## src/rtl/sft_pkg.sv

```systemverilog
`timescale 1ns / 1ps
// ----------------------------------------------------------------------------
// sft_pkg: shared types and constants of the SPI slave frame transmitter
// Phase codes, command codes, ring and frame geometry, state and beat layouts.
// ----------------------------------------------------------------------------
package sft_pkg;

  localparam int FRAME_BYTES   = 8192;
  localparam int RING_SLOTS    = 4;
  localparam int SLOT_W        = $clog2(RING_SLOTS);
  localparam int HEAD_W        = SLOT_W + 1;
  localparam int OFFSET_W      = $clog2(FRAME_BYTES);
  localparam int BITS_PER_BYTE = 8;
  localparam int BIT_W         = $clog2(BITS_PER_BYTE);
  localparam int CNT_W         = 32;
  localparam int PHASE_W       = 3;
  localparam int ACTION_W      = 2;

  localparam logic [OFFSET_W-1:0] LAST_BYTE = OFFSET_W'(FRAME_BYTES - 1);

  // phase codes
  localparam logic [PHASE_W-1:0] PH_STOP          = 3'd0;
  localparam logic [PHASE_W-1:0] PH_WAIT_CS_LOW   = 3'd1;
  localparam logic [PHASE_W-1:0] PH_WAIT_CLK_HIGH = 3'd2;
  localparam logic [PHASE_W-1:0] PH_WAIT_CLK_LOW  = 3'd3;
  localparam logic [PHASE_W-1:0] PH_WAIT_FRAME    = 3'd4;

  // command codes carried on s_tuser
  localparam logic [ACTION_W-1:0] ACT_SAMPLE = 2'd0;
  localparam logic [ACTION_W-1:0] ACT_START  = 2'd1;
  localparam logic [ACTION_W-1:0] ACT_STOP   = 2'd2;

  localparam int IN_DATA_W  = 16;
  localparam int OUT_DATA_W = 120;

  typedef struct packed {
    logic [PHASE_W-1:0]  phase;
    logic [BIT_W-1:0]    bit_pos;
    logic [OFFSET_W-1:0] byte_pos;
    logic [HEAD_W-1:0]   head;
    logic [CNT_W-1:0]    sent;
    logic [CNT_W-1:0]    missed;
    logic [CNT_W-1:0]    glitches;
    logic                miso;
  } state_t;

  typedef struct packed {
    logic frame_done;
    logic stop_done;
  } event_t;

endpackage

```

## src/rtl/spi_slave_frame_transmitter.sv

```systemverilog
`timescale 1ns / 1ps
// ----------------------------------------------------------------------------
// spi_slave_frame_transmitter: SPI mode 0 slave sending frames from a ring
// Shifts frame bytes out on MISO, LSB first, and tracks ring and error counts.
// ----------------------------------------------------------------------------
// Usage:
//   The slave side takes one beat per pin sample or command. s_tuser carries
//   the command (sample, start, stop); s_tdata carries the sampled chip select
//   and SPI clock, the producer ring counter and the frame byte at the slot and
//   offset named by the previous result.
//   The master side returns exactly one result beat per input beat: MISO
//   level, ring slot, byte offset, mode, the three wrapping counters and the
//   stop flag; m_tlast marks the beat on which a frame completed.
//   A result is registered and appears on the master side the cycle after
//   its input beat is accepted. Throughput is one beat per cycle unless the
//   receiver stalls, set by the single output register holding each beat's update.
//   While the receiver stalls, the result register holds its beat and
//   s_tready stays low until that beat is taken; it is taken and refilled in
//   the same cycle, so no bubble appears.
//   Reset stops the block: mode stopped, ring head, positions, MISO and all
//   counters cleared, no result pending.
// ----------------------------------------------------------------------------
module spi_slave_frame_transmitter #(
  parameter int FRAME_BYTES = sft_pkg::FRAME_BYTES
) (
  input  logic                           clk,
  input  logic                           rst,
  input  logic                           s_tvalid,
  output logic                           s_tready,
  // [0] cs_level, [1] clk_level, [4:2] queue_tail, [12:5] data_byte
  input  logic [sft_pkg::IN_DATA_W-1:0]  s_tdata,
  // [1:0] action
  input  logic [sft_pkg::ACTION_W-1:0]   s_tuser,
  output logic                           m_tvalid,
  input  logic                           m_tready,
  // [0] miso, [2:1] read_slot, [15:3] read_offset, [18:16] mode,
  // [50:19] frames_sent, [82:51] frames_missed, [114:83] cs_glitches,
  // [115] stop_done
  output logic [sft_pkg::OUT_DATA_W-1:0] m_tdata,
  // frame_done
  output logic                           m_tlast
);
  import sft_pkg::*;

  state_t st;
  state_t st_next;
  event_t evt;
  event_t evt_q;
  logic   accept;

  assign s_tready = !m_tvalid || m_tready;
  assign accept   = s_tvalid && s_tready;

  sft_step #(
    .FRAME_BYTES (FRAME_BYTES)
  ) u_step (
    .cur        (st),
    .action     (s_tuser),
    .cs_level   (s_tdata[0]),
    .clk_level  (s_tdata[1]),
    .queue_tail (s_tdata[4:2]),
    .data_byte  (s_tdata[12:5]),
    .nxt        (st_next),
    .evt        (evt)
  );

  always_ff @(posedge clk) begin
    if (rst) begin
      // all-zero state is mode stopped
      st       <= '0;
      evt_q    <= '0;
      m_tvalid <= 1'b0;
    end else begin
      if (accept) begin
        st    <= st_next;
        evt_q <= evt;
      end
      if (accept) m_tvalid <= 1'b1;
      else if (m_tready) m_tvalid <= 1'b0;
    end
  end

  assign m_tdata = {4'b0, evt_q.stop_done, st.glitches, st.missed, st.sent,
                    st.phase, st.byte_pos, st.head[SLOT_W-1:0], st.miso};
  assign m_tlast = evt_q.frame_done;

  // stop and frame completion come from exclusive branches
  a_evt_excl: assert property (@(posedge clk) disable iff (rst)
    m_tvalid |-> !(m_tlast && m_tdata[115]))
    else $error("frame_done and stop_done in one beat");

  a_stop_mode: assert property (@(posedge clk) disable iff (rst)
    (m_tvalid && m_tdata[115]) |-> (m_tdata[18:16] == PH_STOP))
    else $error("stop_done without stopped mode");

  a_done_offset: assert property (@(posedge clk) disable iff (rst)
    (m_tvalid && m_tlast) |-> (m_tdata[15:3] == '0))
    else $error("frame_done with nonzero offset");

  a_start_clear: assert property (@(posedge clk) disable iff (rst)
    (accept && s_tuser == ACT_START) |=>
      (st.sent == '0 && st.missed == '0 && st.glitches == '0))
    else $error("start did not clear counters");

  a_hold: assert property (@(posedge clk) disable iff (rst)
    !accept |=> $stable(st))
    else $error("state changed without an accepted beat");

endmodule

```

## src/rtl/sft_step.sv

```systemverilog
`timescale 1ns / 1ps
// ----------------------------------------------------------------------------
// sft_step: next-state logic of the SPI slave frame transmitter
// Works out the state and event flags that follow one beat.
// ----------------------------------------------------------------------------
module sft_step #(
  parameter int FRAME_BYTES = sft_pkg::FRAME_BYTES
) (
  input  sft_pkg::state_t                 cur,
  input  logic [sft_pkg::ACTION_W-1:0]    action,
  input  logic                            cs_level,
  input  logic                            clk_level,
  input  logic [sft_pkg::HEAD_W-1:0]      queue_tail,
  input  logic [7:0]                      data_byte,
  output sft_pkg::state_t                 nxt,
  output sft_pkg::event_t                 evt
);
  import sft_pkg::*;

  logic ring_ready;
  logic last_bit;
  logic last_byte;
  logic [HEAD_W-1:0] head_inc;

  assign ring_ready = (queue_tail != cur.head);
  assign last_bit   = (cur.bit_pos == BIT_W'(BITS_PER_BYTE - 1));
  assign last_byte  = (cur.byte_pos == OFFSET_W'(FRAME_BYTES - 1));
  assign head_inc   = cur.head + HEAD_W'(1);

  always_comb begin
    nxt = cur;
    evt = '0;
    case (action)
      ACT_STOP: begin
        nxt.phase     = PH_STOP;
        evt.stop_done = 1'b1;
      end
      ACT_START: begin
        nxt.sent     = '0;
        nxt.missed   = '0;
        nxt.glitches = '0;
        nxt.phase    = PH_WAIT_FRAME;
        if (ring_ready) begin
          nxt.byte_pos = '0;
          nxt.bit_pos  = '0;
          nxt.phase    = PH_WAIT_CS_LOW;
        end
      end
      default: begin
        case (cur.phase)
          PH_WAIT_FRAME: begin
            if (ring_ready) begin
              nxt.byte_pos = '0;
              nxt.bit_pos  = '0;
              nxt.phase    = PH_WAIT_CS_LOW;
            end
          end
          PH_WAIT_CS_LOW: begin
            if (!cs_level) nxt.phase = PH_WAIT_CLK_LOW;
          end
          PH_WAIT_CLK_LOW: begin
            if (cs_level) begin
              nxt.glitches = cur.glitches + CNT_W'(1);
              nxt.phase    = PH_WAIT_CS_LOW;
            end else if (!clk_level) begin
              nxt.phase = PH_WAIT_CLK_HIGH;
            end
          end
          PH_WAIT_CLK_HIGH: begin
            if (cs_level) begin
              nxt.phase = PH_WAIT_CS_LOW;
            end else if (clk_level) begin
              // rising SPI clock: shift out the next bit, LSB first
              nxt.miso    = data_byte[cur.bit_pos];
              nxt.phase   = PH_WAIT_CLK_LOW;
              nxt.bit_pos = cur.bit_pos + BIT_W'(1);
              if (last_bit) begin
                nxt.byte_pos = cur.byte_pos + OFFSET_W'(1);
                if (last_byte) begin
                  nxt.sent       = cur.sent + CNT_W'(1);
                  evt.frame_done = 1'b1;
                  nxt.head       = head_inc;
                  nxt.byte_pos   = '0;
                  // underrun: park until software refills the ring
                  if (queue_tail == head_inc) begin
                    nxt.missed = cur.missed + CNT_W'(1);
                    nxt.phase  = PH_WAIT_FRAME;
                  end
                end
              end
            end
          end
          default: ;
        endcase
      end
    endcase
  end

endmodule

```

## config.mk

```make
export PLATFORM = sky130hd
export DESIGN_NAME = spi_slave_frame_transmitter
export DESIGN_NICKNAME = d
export VERILOG_FILES = /design/src/rtl/sft_pkg.sv /design/src/rtl/spi_slave_frame_transmitter.sv /design/src/rtl/sft_step.sv
export SDC_FILE = /design/constraint.sdc
export NUM_CORES = 1
export LEC_CHECK = 0
export BUFFER_PORTS_ARGS = -buffer_cell sky130_fd_sc_hd__buf_4
export CAP_MARGIN = 25
export CORE_MARGIN = 8
export CORE_UTILIZATION = 56
export DETAILED_ROUTE_END_ITERATION = 8
export PLACE_DENSITY = 0.88
export SYNTH_ARGS = -nofsm -noshare
export SYNTH_HDL_FRONTEND = slang
export SYNTH_SLANG_ARGS = --single-unit
```

## constraint.sdc

```tcl
create_clock -name clk -period 3.5 [get_ports clk]
set_input_delay 0.35 -clock clk [delete_from_list [all_inputs] [get_ports clk]]
set_output_delay 0.35 -clock clk [all_outputs]
set_load 0.1 [all_outputs]
```

==> results of run 1 <==
## layer usage
layer / routed length (um) / up-vias
met2: 8260 / 156
met5: 0 / -
li1: - / 2819
met1: 7150 / 2762
met4: 293 / 0
met3: 1070 / 26
## worst paths after layout
kind                                  from                        to  depth (start not counted)
setup / recovery      st[113]$_SDFFE_PP0P_  m_tdata[65]$_SDFFE_PP0P_                          9
hold reg to reg   m_tdata[15]$_SDFFE_PP0P_  m_tdata[15]$_SDFFE_PP0P_                          2
hold / removal                    s_tvalid     m_tvalid$_SDFFE_PP0P_                          3
setup reg to reg      st[113]$_SDFFE_PP0P_  m_tdata[65]$_SDFFE_PP0P_                          9
## placed cells by master (no fill, tap or decap), types with 3 or more instances in the layout
cell | netlist | layout
a21oi_1 | 21 | 21
xnor2_1 | 64 | 64
o21ai_0 | 16 | 16
nor3_1 | 22 | 22
and4_1 | 7 | 7
nor3_2 | 4 | 4
ha_1 | 9 | 9
nand2b_1 | 7 | 6
nor4b_2 | 4 | 4
nor4_2 | 10 | 10
bufinv_16 | 0 | 4
buf_4 | 119 | 148
nor4_1 | 18 | 18
nor2b_1 | 9 | 9
nand3b_1 | 4 | 4
a41oi_1 | 3 | 3
and2_1 | 9 | 9
xor2_1 | 28 | 28
dfxtp_1 | 122 | 122
nor3b_1 | 6 | 6
clkinvlp_4 | 0 | 3
nand3_1 | 39 | 39
nand4_1 | 33 | 33
nand2_1 | 47 | 47
nor2_1 | 122 | 122
a21o_1 | 3 | 3
mux2i_1 | 6 | 6
inv_1 | 19 | 19
conb_1 | 1 | 4
clkinv_4 | 0 | 3
o31ai_1 | 5 | 5
clkbuf_16 | 0 | 17
or3_1 | 6 | 6
and3_1 | 11 | 11
or2_2 | 4 | 4
## stage by stage
step	power [uW]	hold slack (ns)	setup slack, ns	utilization
after CTS	3490	0.212	0.591	0.645
final	3470	0.233	0.583	0.645
after detailed placement	1600	0.486	0.618	0.594
after global routing	3570	0.266	0.334	0.645
after global placement	1600	0.477	0.674	0.594
after floorplan	1550	0.457	0.103	-
## power by group through the flow
stage                     registers [uW]  logic [uW]  clock network (uW)
after global routing                1400         185                1990
after CTS                           1400         171                1920
after detailed placement            1430         170                   0
after floorplan                     1440         117                   0
after global placement              1430         169                   0
final                               1400         172                1900
## cells by family (layout without fill, tap and decap cells)
logic type	Yosys count	in the layout	share of synthesized area
buf+inv	171	201	0.157
mux	9	9	0.0164
simple gates	374	374	0.286
fa+ha+maj	9	9	0.0159
xor+xnor	93	93	0.117
flops	122	122	0.345
compound gates	67	67	0.0612
other cells	1	4	0.000530
## layout make-up
type,count,area share
clock buffer,19,0.0563
clock inverter,13,0.0238
multi-input combinational,556,0.440
tap,172,0.0268
sequential,122,0.304
timing repair buffer,149,0.141
inverter,20,0.00933
## state kept, by name (all words and copies together) (netlist names)
signal and flops:
st 4, m_tlast 1, m_tdata 116, m_tvalid 1
## worst max-delay path, cell delays in order (launching register included)
cell and delay (ns):
dfxtp_1 0.45, ha_1 0.21, ha_1 0.25, nand4b_1 0.14
or4_4 0.45, o31a_1 0.45, buf_4 0.27, nor4_2 0.34
xnor2_1 0.17, nor2_1 0.07
==> flow_summary.ini, run 1 <==
[run_status]
status = complete, no violations

[power]
switchingPower_uw = 794
internal-power_uw = 2670
switching_share = 0.229
power_frac_clock = 0.547
powerDensity_nw_per_um2 = 431
peakVddDrop_mv = 0.261
leakagePower_uw = 0.00298
seq_power_share = 0.403
p_comb_frac = 0.050

[global_routing]
track_usage = 0.206
antenna_found_initial = 0
use_met1 = 0.244
grtUsageMet3 = 0.0612
grt_pass1_wl_um = 27900
grt-busiest-layer = met2
grt.overflow.total = 0
first_global_vias = 5697
grt_max_degree = 47
use_met2 = 0.345

[sta]
finalCritPeriodShare = 0.833
finalSetupTns_ns = 0
fmax_mhz = 343
tightest_slew_ns = 1.02
hold_viol = 0
rsz0062_at_grt = no
finalSetupViolCount = 0
slew_headroom = 0.318
clock_skew_ns = 0.00859
timing.final.crit_period_ns = 2.92
slew_viol_final = 0

[yosys]
postSynthAreaPerCell_um2 = 8.37
syn_area_um2 = 7080
ys_types = 62
synth-edff-count = 0
synth-seq-cells = 122
synthArstFlopShare = 0
synthTopCellsByCount = dfxtp_1 (122), nor2_1 (122), buf_4 (119)
synthCells = 846
synth_area_leaders = dfxtp_1 (34%), buf_4 (13%), xnor2_1 (7.9%)
synthFlopType = dfxtp_1
ys_seq_area_frac = 0.345
synth_top_area_share = 0.345
yosysTopAreaCell = dfxtp_1
yosysWarnings = 0

[drt]
via_per_inst = 5.48
routedWlPerCell_um = 16.0
antenna_left = 0
drtIter0Drc = 465
drc = 0
vias = 5763
routed_wl_um = 16800
first_pass_iters = 5

[cts]
clock-sinks = 122
cts-resized-gates = 0
cts_hold_buffers = 0
cts_buffers = 17
insertion_delay_ns = 0.42
tritoncts = built
h-tree-depth = 4
cts_root_buf = clkbuf_16
cts.reportedPaths.clkPinSlew_ns = 0.06
clock_path_buffers = 2
post_cts_buffers = 0

[die]
rows = 41
io_pins = 145
die_h_um = 128
core_area_um2 = 12500
die_area_um2 = 16500
die_x_um = 128
start_util = 0.568

[worst_setup_path]
cp_max_fo = 14
r2r_slack_ns = 0.58
worstPathRequired_ns = 3.80
crit_path_start_kind = register
endpoint_kind = register
critPathKind = register to register
cp_data_arrival_time_ns = 3.21

[place]
place_hpwl_um = 11800
placedCellCount = 1019
routabilityCongestion = 0.844
placed_area_um2 = 7400
portBuffers = 137

[cells_and_area]
final_cells = 1051
syn_to_final_growth_pct = 13.6
multi_input_comb_area_um2 = 3540
layout-drive-gt1-share = 0.241
antennaDiodeCount = 0
final-seq-area_um2 = 2440
fin_area_um2 = 8040
nFillCells = 1033
nNetsFinal = 897

[run]
maxCapViolations = 0

[hold_path]
hold_path_class = primary input to register
No activity file was read; power rests on OpenSTA's default activity.
==> inputs of run 2 (changes only) <==
--- a/config.mk
+++ b/config.mk
@@ -5,10 +5,11 @@
 export SDC_FILE = /design/constraint.sdc
 export NUM_CORES = 1
 export LEC_CHECK = 0
+export ABC_AREA = 1
 export BUFFER_PORTS_ARGS = -buffer_cell sky130_fd_sc_hd__buf_4
 export CAP_MARGIN = 25
 export CORE_MARGIN = 8
-export CORE_UTILIZATION = 56
+export CORE_UTILIZATION = 57
 export DETAILED_ROUTE_END_ITERATION = 8
 export PLACE_DENSITY = 0.88
 export SYNTH_ARGS = -nofsm -noshare
==> constraint.sdc (replaced) <==
create_clock -name clk -period 2.9 [get_ports clk]
set_input_delay 0.29 -clock clk [delete_from_list [all_inputs] [get_ports clk]]
set_output_delay 0.29 -clock clk [all_outputs]
set_load 0.1 [all_outputs]
==> run 2 against run 1 <==
Effect of this change:
- clock-buffer cell count up 8
- power up 14%
- critical endpoint is now m_tdata[62]$_SDFFE_PP0P_
- core utilization down 0.91 points
- non-clock buffer count down 9
- clock skew about the same
- routed wire length up 17%
- flip-flop and latch count unchanged
- via count up 31%
- synthesized cell count up 43%
==> flow_summary.ini, run 2 <==
[die]
die_x_um = 134
die_area_um2 = 17900
core_area_um2 = 13700
start_util = 0.578
die_h_um = 134
io_pins = 145
rows = 43

[power]
peakVddDrop_mv = 0.384
switching_share = 0.255
p_comb_frac = 0.099
internal-power_uw = 2940
powerDensity_nw_per_um2 = 452
switchingPower_uw = 1000
seq_power_share = 0.435
total_power_uw = 3940
leakagePower_uw = 0.00365
power_frac_clock = 0.466

[yosys]
postSynthAreaPerCell_um2 = 6.56
ys_seq_area_frac = 0.308
synth-edff-count = 0
syn_area_um2 = 7930
synthFlopType = dfxtp_1
synth_area_leaders = dfxtp_1 (31%), nand2_1 (12%), buf_4 (12%)
ys_types = 43
yosysTopAreaCell = dfxtp_1
synth_top_area_share = 0.308
yosysMostFrequentCell = nand2_1
synthArstFlopShare = 0
yosysWarnings = 0
synthCells = 1209
synth-seq-cells = 122
synthTopCellsByCount = nand2_1 (264), nor2_1 (155), inv_1 (137)

[cts]
clock_path_buffers = 2
clock-sinks = 122
cts_buffers = 17
post_cts_buffers = 0
cts-resized-gates = 0
h-tree-depth = 4
cts_root_buf = clkbuf_16
cts_hold_buffers = 0
tritoncts = built
cts.reportedPaths.clkPinSlew_ns = 0.05
insertion_delay_ns = 0.41

[cells_and_area]
layout_common_cells = nand2_1 (264), nor2_1 (155), buf_4 (139)
layout-drive-gt1-share = 0.176
nFillCells = 1241
syn_to_final_growth_pct = 10.1
multi_input_comb_area_um2 = 3950
fin_util = 0.636
final-seq-area_um2 = 2440
mostFrequentLayoutCell = nand2_1
fin_area_um2 = 8730
largest_reg_flops = 116
nNetsFinal = 1262
antennaDiodeCount = 0

[global_routing]
grt.overflow.total = 0
grt_max_degree = 55
antenna_found_initial = 0
track_usage = 0.215
grt_pass1_wl_um = 32100
first_global_vias = 6875

[sta]
rsz0062_at_grt = no
hold_viol = 0
slew_headroom = 0.585
finalCritPeriodShare = 0.826
timing.final.crit_period_ns = 2.40
finalSetupTns_ns = 0
finalSetupViolCount = 0
setup_slack_ns = 0.505
slew_viol_final = 0
tightest_slew_ns = 0.617
fmax_mhz = 417
clock_skew_ns = 0.00839

[place]
place_ws_ns = 0.525
portBuffers = 137
routabilityCongestion = 0.941
place_hpwl_um = 14500
placed_area_um2 = 8220

[worst_setup_path]
worstRegToRegCells = 11
endpoint_kind = register
cp_data_arrival_time_ns = 2.69
cp_slowest_cell = dfxtp_1
crit_path_start_kind = register
cp_max_fo = 21
cpPeakStageDelay_ns = 0.43
crit_top_cell = nor2_4
path_cells = ha_1 -> ha_1 -> inv_1 -> nor2_2 -> nand3_1 -> nor2_4 -> nor2_4 -> nor2_4 -> nand3_1 -> o21ai_0 -> nor2_1
critPathTopFamily = simple AND/OR/NAND/NOR gates
cp_num_cells = 11
worstPathRequired_ns = 3.20
path_buf_inv = 1
critPathKind = register to register

[drt]
drc = 0
routed_wl_um = 19500
vias = 7558
first_pass_iters = 6
routedWlPerCell_um = 13.7
via_per_inst = 5.32
antenna_left = 0
drtIter0Drc = 697

[run]
maxCapViolations = 0

[hold_path]
min_path_cells = 3
hold_path_class = primary input to register

[run_status]
status = complete, no violations
run 2: through the flow:
step,hold slack (ns),instances
2_1_floorplan,0.368,1212
3_3_place_gp,0.456,1392
3_5_place_dp,0.458,1392
4_1_cts,0.180,1422
5_1_grt,0.197,1422
6_report,0.188,1422
run 2: final cells by class:
cell class,count,share of cell area
Clock inverter,3,0.00172
Inverter,145,0.0624
Clock buffer,27,0.0565
Timing Repair Buffer,140,0.122
Tap cell,180,0.0258
Multi-Input combinational cell,805,0.452
Sequential cell,122,0.280
run 2: kinds of logic (layout without fill, tap and decap cells):
family / count (synthesis) / count (layout) / synth area share
xor+xnor: 13 / 13 / 0.0144
buf+inv: 285 / 315 / 0.196
simple gates: 625 / 625 / 0.363
flops: 122 / 122 / 0.308
compound gates: 154 / 154 / 0.104
fa+ha+maj: 9 / 9 / 0.0142
other cells: 1 / 4 / 0.000473
run 2: final timing paths:
| check | endpoint | slack (ns) | startpoint |
|---|---|---|---|
| setup reg to reg | m_tdata[62]$_SDFFE_PP0P_ | 0.50 | st[113]$_SDFFE_PP0P_ |
| setup / recovery | m_tdata[62]$_SDFFE_PP0P_ | 0.50 | st[113]$_SDFFE_PP0P_ |
| hold reg to reg | m_tdata[50]$_SDFFE_PP0P_ | 0.47 | m_tdata[50]$_SDFFE_PP0P_ |
| hold / removal | m_tvalid$_SDFFE_PP0P_ | 0.19 | s_tvalid |
run 2: tightest hold or removal path, cell delays in order:
cell and delay [ns]:
buf_4 0.09, nand2_4 0.07, a21oi_1 0.11
run 2: layer usage:
metal / up-vias / GRT usage / wire [um]
li1: 3807 / - / -
met2: 320 / 0.349 / 9140
met3: 36 / 0.0643 / 1770
met4: 0 / 0.0867 / 394
met5: - / 0 / 0
met1: 3395 / 0.261 / 8250
run 2: power groups by stage:
stage	Clock, uW	Combinational (uW)	Sequential, uW
floorplan	0	296	1760
global placement	0	381	1750
detailed placement	0	387	1750
CTS	1870	388	1710
global route	1950	421	1720
finish	1840	388	1720
==> inputs of run 3 (changes only) <==
==> constraint.sdc (replaced) <==
create_clock -name clk -period 2.5 [get_ports clk]
set_input_delay 0.25 -clock clk [delete_from_list [all_inputs] [get_ports clk]]
set_output_delay 0.25 -clock clk [all_outputs]
set_load 0.1 [all_outputs]
==> run 3 against run 2 <==
Effect of this change:
- fmax up 6.7%
- register-to-register slack worse by 0.25 ns
- flip-flop and latch count unchanged
- clock-buffer cell count down 4
==> flow_summary.ini, run 3 (same netlist as run 2, synthesis figures left out) <==
[place]
routabilityCongestion = 0.928
placedCellCount = 1398
place_ws_ns = 0.333
portBuffers = 137
place_hpwl_um = 14700

[cells_and_area]
antennaDiodeCount = 0
nFillCells = 1279
nNetsFinal = 1268
layout_common_cells = nand2_1 (264), nor2_1 (155), buf_4 (146)
syn_to_final_growth_pct = 11.3
largest_reg_flops = 116
final-seq-area_um2 = 2440
multi_input_comb_area_um2 = 3950
mostFrequentLayoutCell = nand2_1
final_cells = 1430
layout-drive-gt1-share = 0.186

[die]
rows = 43
die_h_um = 134
die_x_um = 134
core_area_um2 = 13700
io_pins = 145
start_util = 0.578
die_area_um2 = 17900

[sta]
slew_viol_final = 0
slew_headroom = 0.604
finalSetupTns_ns = 0
hold_viol = 0
fmax_mhz = 446
setup_slack_ns = 0.256
rsz0062_at_grt = no
finalSetupViolCount = 0
finalCritPeriodShare = 0.898
timing.final.crit_period_ns = 2.24
clock_skew_ns = 0.00753
tightest_slew_ns = 0.590

[worst_setup_path]
cp_max_fo = 10
worstPathRequired_ns = 2.80
critPathTopFamily = simple AND/OR/NAND/NOR gates
cpPeakStageDelay_ns = 0.43
cp_slowest_cell = dfxtp_1
crit_path_start_kind = register
r2r_slack_ns = 0.26
crit_top_cell = nor2_4
path_buf_inv = 2
critPathKind = register to register
endpoint_kind = register
cp_data_arrival_time_ns = 2.55
path_cells = ha_1 -> ha_1 -> inv_1 -> nor2_2 -> nand3_1 -> nor2_4 -> nor2_4 -> nor2_4 -> buf_4 -> nand2_1 -> o21ai_0 -> a21oi_1

[global_routing]
grt.overflow.total = 0
grt_pass1_wl_um = 32000
first_global_vias = 6724
track_usage = 0.216
grt_max_degree = 29
antenna_found_initial = 0

[cts]
cts_root_buf = clkbuf_16
cts_hold_buffers = 0
tritoncts = built
cts_buffers = 17
post_cts_buffers = 0
cts.reportedPaths.clkPinSlew_ns = 0.05
clock_path_buffers = 2
cts-resized-gates = 0
insertion_delay_ns = 0.42
clock-sinks = 122
h-tree-depth = 4

[drt]
antenna_left = 0
drc = 0
routed_wl_um = 19900
via_per_inst = 5.26
first_pass_iters = 7
routedWlPerCell_um = 13.9
drtIter0Drc = 663
vias = 7515

[run_status]
status = complete, no violations

[power]
powerDensity_nw_per_um2 = 549
total_power_uw = 4840
peakVddDrop_mv = 0.468
leakagePower_uw = 0.00371

[hold_path]
hold_path_class = primary input to register

[run]
maxCapViolations = 0
[run 3: cell types whose count changed in the layout (fill, tap and decap cells not counted), sizes merged]
cell	delta
clkinv	+4
clkbuf	-4
bufinv	+2
buf	+6
[run 3: worst paths after layout]
| kind | end | startpoint | cells past startpoint |
|---|---|---|---|
| worst min register to register | m_tdata[50]$_SDFFE_PP0P_ | m_tdata[50]$_SDFFE_PP0P_ | 2 |
| worst max register to register | m_tdata[74]$_SDFFE_PP0P_ | st[113]$_SDFFE_PP0P_ | 12 |
| worst max-delay path | m_tdata[74]$_SDFFE_PP0P_ | st[113]$_SDFFE_PP0P_ | 12 |
| worst min-delay path | m_tvalid$_SDFFE_PP0P_ | m_tready | 4 |
[run 3: power by group]
| group | internal, uW | switching (uW) |
|---|---|---|
| Clock | 1530 | 869 |
| Sequential | 1970 | 21.6 |
| Combinational | 114 | 341 |
| Total | 3610 | 1230 |
[run 3: routing by layer]
metal | vias to the layer above | share of wire | GRT usage
met5 | - | 0 | 0
met4 | 0 | 0.022 | 0.0873
met3 | 42 | 0.078 | 0.0703
met2 | 278 | 0.47 | 0.351
met1 | 3356 | 0.43 | 0.258
li1 | 3839 | - | -
[run 3: cell type report]
cell class,count,area share
well taps,180,0.0255
clock inverters,9,0.0108
repair buffers,146,0.124
clock buffers,23,0.0541
flip-flops and latches,122,0.277
multi-input cells,805,0.447
inverters,145,0.0617
[run 3: tightest hold or removal path: cells and delay by family]
kind	cells	cell delay, ns
buf+inv	2	0.10
compound gates	1	0.07
simple gates	1	0.08
[run 3: stage by stage]
step | instance area (um2) | hold slack [ns] | utilization
final | 8830 | 0.137 | 0.643
after global routing | 8830 | 0.148 | 0.643
after CTS | 8830 | 0.124 | 0.643
after detailed placement | 8250 | 0.458 | 0.602
after global placement | 8250 | 0.456 | 0.602
after floorplan | 7940 | 0.328 | -
